===== src/sv/bu3x_pkg.sv =====
package bu3x_pkg;

  localparam int SCALE = 3;
  localparam int KW = 2 * SCALE - 1;
  localparam int OUT_CH = 3;
  localparam int CFG_DATA_W = 12;

  localparam logic [2:0] SPAN_SHORT = 3'(SCALE);
  localparam logic [2:0] SPAN_LONG = 3'(2 * SCALE);
  localparam logic [2:0] KW3 = 3'(KW);

  localparam logic [9:0] LOW_WIDTH_RESET = 10'd320;
  localparam logic [11:0] LOW_HEIGHT_RESET = 12'd240;

  // floor(s / 25) == (s * 5243) >> 17 for every s below 6400
  localparam logic [12:0] RECIP_25 = 13'd5243;
  localparam int RECIP_SHIFT = 17;

  typedef enum logic [0:0] {
    CFG_LOW_WIDTH = 1'b0,
    CFG_LOW_HEIGHT = 1'b1
  } cfg_addr_t;

  typedef logic [OUT_CH-1:0][7:0] pixel_t;

  typedef struct packed {
    pixel_t a;
    pixel_t b;
    pixel_t c;
    pixel_t d;
    logic [13:0] row_base;
    logic [10:0] col_base;
    logic long_i;
    logic long_j;
  } job_t;

  // a * b for a, b in 0..5
  localparam logic [4:0] PROD_TAB [0:5][0:5] = '{
    '{5'd0, 5'd0, 5'd0, 5'd0, 5'd0, 5'd0},
    '{5'd0, 5'd1, 5'd2, 5'd3, 5'd4, 5'd5},
    '{5'd0, 5'd2, 5'd4, 5'd6, 5'd8, 5'd10},
    '{5'd0, 5'd3, 5'd6, 5'd9, 5'd12, 5'd15},
    '{5'd0, 5'd4, 5'd8, 5'd12, 5'd16, 5'd20},
    '{5'd0, 5'd5, 5'd10, 5'd15, 5'd20, 5'd25}
  };

endpackage


===== src/sv/bu3x_queue.sv =====
module bu3x_queue (
  input  logic clk,
  input  logic rst,
  input  logic push,
  input  bu3x_pkg::job_t push_job,
  output logic full,
  input  logic pop,
  output logic job_valid,
  output bu3x_pkg::job_t head_job
);
  import bu3x_pkg::*;

  job_t entries [2];
  logic wr_ptr;
  logic rd_ptr;
  logic [1:0] count;

  assign full = (count == 2'd2);
  assign job_valid = (count != 2'd0);
  assign head_job = entries[rd_ptr];

  always_ff @(posedge clk) begin
    if (rst) begin
      wr_ptr <= 1'b0;
      rd_ptr <= 1'b0;
      count <= 2'd0;
    end else begin
      if (push) begin
        wr_ptr <= !wr_ptr;
      end
      if (pop) begin
        rd_ptr <= !rd_ptr;
      end
      case ({push, pop})
        2'b10: count <= count + 2'd1;
        2'b01: count <= count - 2'd1;
        default: ;
      endcase
    end
  end

  always_ff @(posedge clk) begin
    if (push) begin
      entries[wr_ptr] <= push_job;
    end
  end

endmodule


===== config.mk =====
export PLATFORM = sky130hd
export DESIGN_NAME = bu3x_queue
export DESIGN_NICKNAME = d
export VERILOG_FILES = /design/src/sv/bu3x_pkg.sv /design/src/sv/bu3x_queue.sv
export SDC_FILE = /design/constraint.sdc
export NUM_CORES = 1
export LEC_CHECK = 0
export ABC_AREA = 0
export BUFFER_PORTS_ARGS = -buffer_cell sky130_fd_sc_hd__buf_2
export CAP_MARGIN = 10
export CORE_MARGIN = 5
export CORE_UTILIZATION = 38
export CTS_BUF_LIST = sky130_fd_sc_hd__clkbuf_8
export CTS_CLUSTER_DIAMETER = 120
export DETAILED_ROUTE_END_ITERATION = 10
export GPL_TIMING_DRIVEN = 0
export PLACE_DENSITY = 0.57
export SYNTH_ARGS = -nofsm -noshare
export SYNTH_HDL_FRONTEND = slang
export SYNTH_SLANG_ARGS = --single-unit

===== constraint.sdc =====
create_clock -name clk -period 7.1 [get_ports clk]
set_input_delay 0 -clock clk [delete_from_list [all_inputs] [get_ports clk]]
set_output_delay 0 -clock clk [all_outputs]
set_load 0.01 [all_outputs]

== After elaboration in Yosys (flattened, before gate mapping) ==
Memories as Yosys holds them, arrays and structs flattened. A register that Yosys moved wholly into a read port is not among the register bits.
Cells that the tools add are included.
Cells by class
  $add $sub $neg: 2
  equal/unequal tests: 3
  mux-type cells: 5
  reductions and logical operators: 4
Operators with widths (number)
  $eq A2 B2 Y1 const B: 2
  $mux W1: 4
  $pmux W2 S2: 1
  $reduce_bool A2 Y1: 2
  $add A2 B1 Y2 const B: 1
  $eq A2 B1 Y1 const B: 1
  $logic_not A1 Y1: 2
  $sub A2 B1 Y2 const B: 1
Storage, ports and cells
  bits in registers: 4
  bits in writable memories: 246
  input port bits: 127
  output and inout port bits: 125
  logic and storage cells: 18
  memories kept: 1
Memory list
  entries: words 2, bits a word 123, read ports 1, clocked after memory_dff 1, write ports 1, RTL line bu3x_queue.sv:13  | job_t entries [2];

== Logic depth before layout (Yosys ltp) ==
  word-level depth: 3
  depth in mapped cells: 5
  depth with buffers taken out: 5

== Worst setup path before layout ==
Ideal clock, no wire load.
  path kind: register to register
  from: register wr_ptr
  to: memory entries[0][0] (netlist name), enable pin
  library setup time: 0.610 ns
  arrival: 5.438 ns
  required time: 6.490 ns
  path slack: 1.052 ns
  cell stages (with the launch flop): 2
  path buffers: 0
  clock period less this slack: 6.048 ns
  cell sequence: dfxtp_1 -> nor2_1
RTL lines
  start: declaration: RTL line bu3x_queue.sv:14  | logic wr_ptr;
  start signal: assignment: RTL line bu3x_queue.sv:29  | wr_ptr <= !wr_ptr;
  end: declaration: RTL line bu3x_queue.sv:13
Straight into the memory's write port.

== Final worst setup path ==
  from: register wr_ptr
  to: memory entries[1][106] (netlist name), enable pin
Straight into the memory's write port.

==> metrics.yaml <==
grt_pass1_vias: 5798
path_max_fanout: 67
ios: 252
slew-limit-headroom_pct: 43.7
track_usage_pct: 13.7
clock_latency_ns: 0.51
detail_route.wl_per_cell_um: 16.6
synth_top_family_by_area: "multiplexers"
layout.nets: 959
num_rows: 57
wl_met1_mm: 8.03
wl_met3_mm: 1.66
dieArea_mm2: 0.0279
fmax_mhz: 522
cts.reportedPaths.clkPinSlew_ns: 0.05
dr.first_iter.drc_count: 220
finClkSkew_ns: 0.0108
setup_viol: 0
hold_slack_ns: 0.208
finalPower_w: 0.00329
cp.required_ns: 7.26
slew_violations: 0
grt_antenna_before_repair: 0
seq_area_mm2: 0.00749
clockBufferDepth: 3
viasPerCell: 4.47
synthXorXnorAreaFrac_pct: 0.374
yosys_warnings: 0
rsz0062_at_grt: "no"
vdd_drop_max_uv: 151
rr_worst_depth: 2
status: "finished clean"
min_path_type: "primary input to register"
drive_gt1_share_pct: 51.5
grt_start_max_net_pins: 68
grt_remaining_overflow: 0
synth_cells: 405
htree_levels: 2
syn_area_mm2: 0.00936
power.density_mw_per_mm2: 251
fin_setup_tns_ns: 0
start_util_pct: 38.5
fill_cells: 1919
hold_violations: 0
final_common_cell: "buf_2"
synth-compound-area-share_pct: 0.107
multi_input_area_mm2: 0.00176
layout_common_cells: "buf_2, edfxtp_1, dlygate4sd3_1"
synth.distinct_cells: 17
place_congestion: 0.731
ys_seq_elements: 251
ant_nets: 0
period_share_pct: 27.0
die-width_um: 167
diodes: 0
synthToLayoutAreaGrowth_pct: 40.1
syn_avg_cell_area_um2: 23.1
hold_depth: 2
arrival_ns: 2.08
drc: 0
met2_length_mm: 9.71
period_needed_ns: 1.91
dr.pass1.iters: 5
leakagePower_nw: 5.17
worst-setup-path-type: "register to register"
coreArea_mm2: 0.0243
cts_made_buffers: 41
start_kind: "register"
cts_tree: "built"
routed_wl_mm: 19.7
syn-num-nets: 533
synthAdderAreaFrac_pct: 0.134
vias: 5298
cts_resized: 0
tightest_slew_ns: 0.845
yosys-mux-area-fraction_pct: 17.6
synth-simple-area-share_pct: 0.494
synth-seq-area-share_pct: 80.0
routed.top_layer: "met4"
cap_violations: 0
dp_hpwl_mm: 13.0
fp.dieH_um: 167
io_buffers: 251
clock-sinks: 251
cp-end-kind: "register"
grt_pass1_wl_mm: 30.8
cts_root_buf: "clkbuf_8"
==> cell families (layout without fill, tap and decap cells) <==
kind of cell,count (synthesis),in the layout
buffers and inverters,15,470
AO/OA/AOI/OAI,2,2
AND/OR/NAND/NOR,9,9
XOR/XNOR,4,4
flip-flops,251,251
multiplexers,123,123
adder cells (fa/ha/maj),1,1
==> sequential cells by signal, summed over array words and instances, names as in the netlist, named ones only <==
register / count
count: 2
rd_ptr: 1
entries: 246
wr_ptr: 1
==> path summary, 6_finish.rpt <==
path,slack (ns),endpoint,start
max,5.19,entries[1][106],wr_ptr
min,0.21,entries[0][10],push_job[10]
max reg2reg,5.19,entries[1][106],wr_ptr
min reg2reg,0.52,rd_ptr,rd_ptr
==> final cells by class <==
type,instances,area share [%]
multi-input combinational,139,13.4
inverter,1,0.0286
buffer,14,0.916
clock buffer,43,4.51
tap,324,3.09
clock inverter,29,0.877
sequential,251,57.1
timing repair buffer,383,20.1
==> cell usage after synthesis, drive strengths merged <==
| cell type | n | area, um2 |
|---|---|---|
| xnor2 | 3 | 26.3 |
| buf | 14 | 120 |
| ha | 1 | 12.5 |
| edfxtp | 246 | 7390 |
| or2 | 1 | 6.26 |
| and2 | 1 | 6.26 |
| a21oi | 1 | 5.00 |
| or3 | 1 | 6.26 |
| xor2 | 1 | 8.76 |
| o21ai | 1 | 5.00 |
| and2b | 1 | 8.76 |
| dfxtp | 5 | 100 |
| mux2 | 123 | 1650 |
| nor2 | 5 | 18.8 |
| inv | 1 | 3.75 |
==> power by group <==
part	switching (W)	internal, W
logic	0.000215	0.000250
registers	0.0000215	0.00173
clock network	0.000517	0.000556
==> what timing repair did <==
| action | in CTS | in global routing |
|---|---|---|
| buffers inserted | 0 | 0 |
| hold buffers | 127 | 0 |
| endpoints found under the hold margin | 251 | 0 |
==> per-stage QoR <==
step	cell area [um2]	setup slack (ns)	util (%)	std cells
floorplan	9360	1.05	-	405
global placement	11000	-1.59	45.3	980
detailed placement	11100	5.15	45.8	985
CTS	13100	5.12	53.9	1184
global route	13100	5.04	53.9	1184
finish	13100	5.19	53.9	1184
==> worst max-delay path, stage by stage, from the launching register on <==
cell and delay, ns:
dfxtp_1 0.42, and2_4 0.69, buf_16 0.37
==> per-layer routing <==
| metal | track usage, % | up-vias |
|---|---|---|
| met5 | 0 | - |
| met4 | 3.38 | 0 |
| met3 | 4.65 | 34 |
| met2 | 23.2 | 211 |
| met1 | 17.0 | 2588 |
| li1 | - | 2465 |
Power figures use the tool's default switching activity.
