### src/sv/bu3x_pkg.sv
package bu3x_pkg;

  localparam int SCALE = 3;
  localparam int KW = 2 * SCALE - 1;
  localparam int OUT_CH = 3;
  localparam int CFG_DATA_W = 12;

  localparam logic [2:0] SPAN_SHORT = 3'(SCALE);
  localparam logic [2:0] SPAN_LONG = 3'(2 * SCALE);
  localparam logic [2:0] KW3 = 3'(KW);

  localparam logic [9:0] LOW_WIDTH_RESET = 10'd320;
  localparam logic [11:0] LOW_HEIGHT_RESET = 12'd240;

  // floor(s / 25) == (s * 5243) >> 17 for every s below 6400
  localparam logic [12:0] RECIP_25 = 13'd5243;
  localparam int RECIP_SHIFT = 17;

  typedef enum logic [0:0] {
    CFG_LOW_WIDTH = 1'b0,
    CFG_LOW_HEIGHT = 1'b1
  } cfg_addr_t;

  typedef logic [OUT_CH-1:0][7:0] pixel_t;

  typedef struct packed {
    pixel_t a;
    pixel_t b;
    pixel_t c;
    pixel_t d;
    logic [13:0] row_base;
    logic [10:0] col_base;
    logic long_i;
    logic long_j;
  } job_t;

  // a * b for a, b in 0..5
  localparam logic [4:0] PROD_TAB [0:5][0:5] = '{
    '{5'd0, 5'd0, 5'd0, 5'd0, 5'd0, 5'd0},
    '{5'd0, 5'd1, 5'd2, 5'd3, 5'd4, 5'd5},
    '{5'd0, 5'd2, 5'd4, 5'd6, 5'd8, 5'd10},
    '{5'd0, 5'd3, 5'd6, 5'd9, 5'd12, 5'd15},
    '{5'd0, 5'd4, 5'd8, 5'd12, 5'd16, 5'd20},
    '{5'd0, 5'd5, 5'd10, 5'd15, 5'd20, 5'd25}
  };

endpackage

### src/sv/bu3x_back.sv
module bu3x_back (
  input  logic clk,
  input  logic rst,
  input  logic job_valid,
  input  bu3x_pkg::job_t job,
  output logic pop,
  output logic out_valid,
  input  logic out_stall,
  output logic [13:0] out_row,
  output logic [10:0] out_col,
  output logic [7:0] red_out,
  output logic [7:0] green_out,
  output logic [7:0] blue_out,
  output logic last_of_run
);
  import bu3x_pkg::*;

  logic [2:0] i;
  logic [2:0] j;
  logic i_last;
  logic j_last;
  logic issue;
  logic out_ready;
  logic s1_ready;
  logic [4:0] wa, wb, wc, wd;
  logic [OUT_CH-1:0][12:0] sum_next;

  logic s1_valid;
  logic [13:0] s1_row;
  logic [10:0] s1_col;
  logic s1_last;
  logic [OUT_CH-1:0][12:0] s1_sum;

  logic [OUT_CH-1:0][25:0] scaled;

  assign i_last = (i == (job.long_i ? SPAN_LONG : SPAN_SHORT) - 3'd1);
  assign j_last = (j == (job.long_j ? SPAN_LONG : SPAN_SHORT) - 3'd1);

  assign out_ready = !out_valid || !out_stall;
  assign s1_ready = !s1_valid || out_ready;
  assign issue = job_valid && s1_ready;
  assign pop = issue && i_last && j_last;

  assign wa = PROD_TAB[KW3 - i][KW3 - j];
  assign wb = PROD_TAB[KW3 - i][j];
  assign wc = PROD_TAB[i][KW3 - j];
  assign wd = PROD_TAB[i][j];

  always_comb begin
    for (int k = 0; k < OUT_CH; k++) begin
      sum_next[k] = 13'(wa) * 13'(job.a[k]) + 13'(wb) * 13'(job.b[k])
                  + 13'(wc) * 13'(job.c[k]) + 13'(wd) * 13'(job.d[k]);
      scaled[k] = 26'(s1_sum[k]) * 26'(RECIP_25);
    end
  end

  // step j inside i over the block's offsets
  always_ff @(posedge clk) begin
    if (rst) begin
      i <= 3'd0;
      j <= 3'd0;
    end else if (issue) begin
      if (j_last) begin
        j <= 3'd0;
        i <= i_last ? 3'd0 : i + 3'd1;
      end else begin
        j <= j + 3'd1;
      end
    end
  end

  always_ff @(posedge clk) begin
    if (rst) begin
      s1_valid <= 1'b0;
    end else if (s1_ready) begin
      s1_valid <= issue;
    end
  end

  always_ff @(posedge clk) begin
    if (s1_ready && issue) begin
      s1_row <= job.row_base + 14'(i);
      s1_col <= job.col_base + 11'(j);
      s1_last <= i_last && j_last;
      s1_sum <= sum_next;
    end
  end

  always_ff @(posedge clk) begin
    if (rst) begin
      out_valid <= 1'b0;
    end else if (out_ready) begin
      out_valid <= s1_valid;
    end
  end

  always_ff @(posedge clk) begin
    if (out_ready && s1_valid) begin
      out_row <= s1_row;
      out_col <= s1_col;
      last_of_run <= s1_last;
      red_out <= scaled[0][RECIP_SHIFT+7:RECIP_SHIFT];
      green_out <= scaled[1][RECIP_SHIFT+7:RECIP_SHIFT];
      blue_out <= scaled[2][RECIP_SHIFT+7:RECIP_SHIFT];
    end
  end

endmodule

### config.mk
export PLATFORM = sky130hd
export DESIGN_NAME = bu3x_back
export DESIGN_NICKNAME = d
export VERILOG_FILES = /design/src/sv/bu3x_pkg.sv /design/src/sv/bu3x_back.sv
export SDC_FILE = /design/constraint.sdc
export NUM_CORES = 2
export LEC_CHECK = 0
export BUFFER_PORTS_ARGS = -buffer_cell sky130_fd_sc_hd__buf_4
export CORE_UTILIZATION = 25
export CTS_CLUSTER_DIAMETER = 200
export CTS_CLUSTER_SIZE = 20
export DETAILED_ROUTE_END_ITERATION = 8
export PLACE_DENSITY = 0.38
export SKIP_CTS_REPAIR_TIMING = 1
export SLEW_MARGIN = 10
export SYNTH_ARGS = -nofsm -noshare
export SYNTH_HDL_FRONTEND = slang
export SYNTH_SLANG_ARGS = --single-unit
export TNS_END_PERCENT = 10
### constraint.sdc
create_clock -name clk -period 11.82 [get_ports clk]
set_clock_uncertainty 0.05 [all_clocks]
set_input_delay 3.546 -clock clk [delete_from_list [all_inputs] [get_ports clk]]
set_output_delay 3.546 -clock clk [all_outputs]
set_load 0.02 [all_outputs]
### Word level (Yosys, flattened, before mapping)

Memory sizes are Yosys's and may differ from the RTL's.
Index checks and enable logic that the tools add are counted.

* $add $sub $neg: 17
* $mul: 15
* $lt $le $gt $ge: 4
* equal/unequal tests: 2
* mux-type cells: 20
* bitwise logic cells: 4
* reduce and logical (&&, ||, !) cells: 12

Operators by type and width (number)
* multiplier 5 x 8 -> 13 bit: 12
* 2-to-1 mux 30 bit: 4
* adder 13 bit: 9
* multiplier 13 x 13 -> 25 bit, second input constant: 3
* binary-select mux 5 bit (select 3 bit): 4
* 2-to-1 mux 5 bit: 8
* >= comparator 4 bit, second input constant: 4
* NOT 3 -> 4 bit: 4
* adder 14 x 3 -> 14 bit: 1
* 2-to-1 mux 3 bit: 4
* adder 11 x 3 -> 11 bit: 1
* adder 3 x 1 -> 3 bit, second input constant: 2
* equality test 3 bit: 2
* logical AND 1 bit: 6
* subtractor 3 x 1 -> 3 bit, second input constant: 2
* subtractor 3 bit, first input constant: 2
* zero test 1 bit: 3
* logical OR 1 bit: 2
* AND reduction 2 bit: 1

* register bits: 123
* memory bits (read-only): 480
* input bits: 127
* output and inout bits: 52
* word-level logic and storage cells: 92
* memories kept: 2

Memory list
* (name not given): words 8, bits a word 30, read ports 1, clocked after memory_dff 0, wr ports 0, line bu3x_back.sv:47 `assign wd = PROD_TAB[i][j];`
* (name not given): words 8, bits a word 30, read ports 1, clocked after memory_dff 0, wr ports 0, line bu3x_back.sv:45 `assign wb = PROD_TAB[KW3 - i][j];`

### Depth between registers and ports, before layout

* depth after elaboration: 12
* depth in mapped cells: 31
* gate-level depth less buffers: 28

### Worst setup path after synthesis

No wires, ideal clock.

* path type: input -> output
* start: in out_stall
* end: out pop
* data arrival time: 6113 ps
* data required time: 8224 ps
* slack: 2111 ps
* stages: 4
* path buffers: 1
* cells stage by stage: nand3_1 > and2_1 > clkbuf_1 > and2_1

* cells in the longest elaborated chain, start to end: 6

Ends and longest elaborated chain
* start, declared: line bu3x_back.sv:8 `input logic out_stall,`
* zero test 1 bit: line bu3x_back.sv:39 `assign out_ready = !out_valid || !out_stall;`
* logical OR 1 bit: line bu3x_back.sv:39
* logical OR 1 bit: line bu3x_back.sv:40 `assign s1_ready = !s1_valid || out_ready;`
* logical AND 1 bit: line bu3x_back.sv:41 `assign issue = job_valid && s1_ready;`
* via issue: line bu3x_back.sv:22 `logic issue;`
* logical AND 1 bit (2 in a row): line bu3x_back.sv:42 `assign pop = issue && i_last && j_last;`
* end, declared: line bu3x_back.sv:6 `output logic pop,`

The timed path passes the listed nets, and every way through them passes these cells.

==> flow_metrics.tcl <==
set metrics [dict create \
    grt_usage_pct 13.74 \
    cts_buffer_depth 2 \
    critPathMaxFanout 5 \
    cts.clk_slew.worst_paths_ns 0.07 \
    fin_crit_ns 9.001 \
    layout_common_cells "inv_1 (808), fa_1 (551), ha_1 (466)" \
    syn_area_sq_um 29230 \
    critPathLaunchType "input pin" \
    drc 0 \
    grt_pass1_wl_microns 122800 \
    drt_first_pass_iters 5 \
    cts_tree "done" \
    fin_tns_setup_ns 0 \
    grt_max_degree 45 \
    numPortBuffers 178 \
    initial_core_util_pct 25.18 \
    cts_buffers 17 \
    dieWidth_microns 343.9 \
    antenna_found_initial 19 \
    fin_crit_sh_pct 76.15 \
    ys_ff_latch 123 \
    globalplace.congestion 0.7763 \
    yosys_warnings 0 \
    synthesis.nets 4102 \
    worst_slew_pin_slew_ns 0.9822 \
    timing_worst_setup_path_type "input pin to flop" \
    setup_viol 0 \
    syn_to_final_growth_pct 13.66 \
    die_h_microns 343.9 \
    coreArea_sq_um 116000 \
    maxCapViolations 0 \
    htree_levels 4 \
    netlist_instances 2958 \
    wl_per_cell_microns 16.46 \
    die_area_sq_um 118300 \
    synth_edf_count 115 \
    ys_seq_area_share_pct 12.36 \
    relSlewSlack_pct 34.16 \
    required_ns 12.02 \
    drtIter0Drc 592 \
    routed_via_density 4.091 \
    place_hpwl_microns 66330 \
    insertion_delay_ns 0.49 \
    nNetsFinal 4271 \
    wl_microns 76790 \
    synth.top_cells.by_area "fa_1 (38%), ha_1 (20%), edfxtp_1 (12%), inv_1 (10%), and2_1 (4.2%)" \
    end_kind "flop" \
    num_io_pins 179 \
    multiInputGateArea_sq_um 22470 \
    status "completed" \
    seq_area_sq_um 3613 \
    worst_hold_path_type "flop to flop" \
    layout_commonest_cell "inv_1" \
    synthArstFlopShare_pct 0 \
    synth_top_area_cell "fa_1" \
    synth.top_cell.area_share_pct 37.74 \
    detail-route-antenna-nets 0 \
    rsz0062_at_grt "false" \
    finalWorstSetupSlack_ns 2.819 \
    dpl_worst_slack_ns 2.237 \
    crit_arrival_ns 9.20 \
    root_buffer "clkbuf_16" \
    finalHoldViolations 0 \
    synth_ff_type "edfxtp_1" \
    syn_area_per_cell_sq_um 9.881 \
    grt-ovfl-total 0 \
    ys_types 57 \
    grt_pass1_vias 20710 \
    fillers 12434 \
    drive_above_1_share_pct 8.506 \
    finalMaxSlewViolations 0 \
    vias 19084 \
    clkSinkCount 123 \
    fmax_mhz 111.1 \
    rows 125 \
]
-- state kept, by name (all words and copies together), names as in the netlist, 3 cells and up --
signal,cells
blue_out,8
green_out,8
i,3
j,3
out_col,11
out_row,14
red_out,8
s1_col,11
s1_row,14
s1_sum,39
-- worst max-delay path: stages --
cell      delay (ns)
buf_4           0.12
nand2_1         0.07
fa_1            0.54
inv_1           0.05
fa_1            0.49
inv_1           0.05
fa_1            0.53
inv_1           0.05
fa_1            0.46
fa_1            0.49
inv_1           0.05
fa_1            0.47
inv_1           0.05
fa_1            0.44
ha_1            0.33
a21o_1          0.17
a21oi_1         0.21
o21bai_1        0.09
a21oi_1         0.23
o21bai_1        0.09
a21oi_1         0.29
nor3_1          0.09
a311o_1         0.29
-- cells in the mapped netlist (all sizes together), types with 4 or more instances --
cell type / n
buf: 13
and2: 194
inv: 809
xor2: 22
o22ai: 5
a211oi: 6
edfxtp: 115
a221oi: 4
o211ai: 5
o21bai: 7
nand3: 13
nand2: 271
a31oi: 5
ha: 466
o21ai: 22
a2111oi: 4
and3: 44
nor3: 16
clkbuf: 43
or2: 4
fa: 551
mux2i: 6
dfxtp: 8
xnor2: 90
nand4: 8
a21oi: 59
nor2: 68
a311o: 5
nand2b: 13
nor2b: 32
a21o: 17
-- worst paths after layout --
path,start,slack (ns),endpoint,depth (start not counted)
setup / recovery,job[61],2.82,s1_sum[24],23
hold / removal,s1_row[5],0.37,out_row[5],0
setup reg to reg,i[0],3.61,s1_sum[11],27
hold reg to reg,s1_row[5],0.37,out_row[5],0
-- cell families after synthesis --
logic type / after synthesis / synth area share [%]
AO/OA/AOI/OAI: 164 / 3.836
XOR/XNOR: 112 / 3.356
adder cells (fa/ha/maj): 1017 / 57.69
buffers and inverters: 865 / 11.16
flip-flops: 123 / 12.36
multiplexers: 6 / 0.2055
AND/OR/NAND/NOR: 671 / 11.38
-- layout make-up --
| cell class | instances | area share (%) |
|---|---|---|
| multi-input cells | 1970 | 67.66 |
| flip-flops and latches | 123 | 10.88 |
| inverters | 809 | 9.142 |
| well taps | 1524 | 5.740 |
| repair buffers | 206 | 4.656 |
| clock buffers | 17 | 1.281 |
| clock inverters | 14 | 0.6328 |
| diodes | 2 | 0.01507 |
-- stage by stage --
step                utilization (%)  hold slack, ns  instances  area [sq um]
finish                        28.62          0.3676       4665         33220
global route                  28.62          0.3726       4663         33210
CTS                           28.62          0.3691       4663         33210
detailed placement            28.07          0.3545       4632         32580
global placement              28.07          0.3504       4632         32580
floorplan                         -          0.3503       2958         29230
-- routing by layer --
metal  vias up  part of all wire (%)  global-route usage (%)
li1       9320                     -                       -
met1      9491                    50                   19.75
met2       190                    45                   21.47
met3        55                   3.6                   2.331
met4        28                   1.1                   3.042
met5         -                  0.24                       0
Power is left out: the tool's default activity adds up to more than one toggle a clock period on the data nets, which glitch-free logic cannot reach.
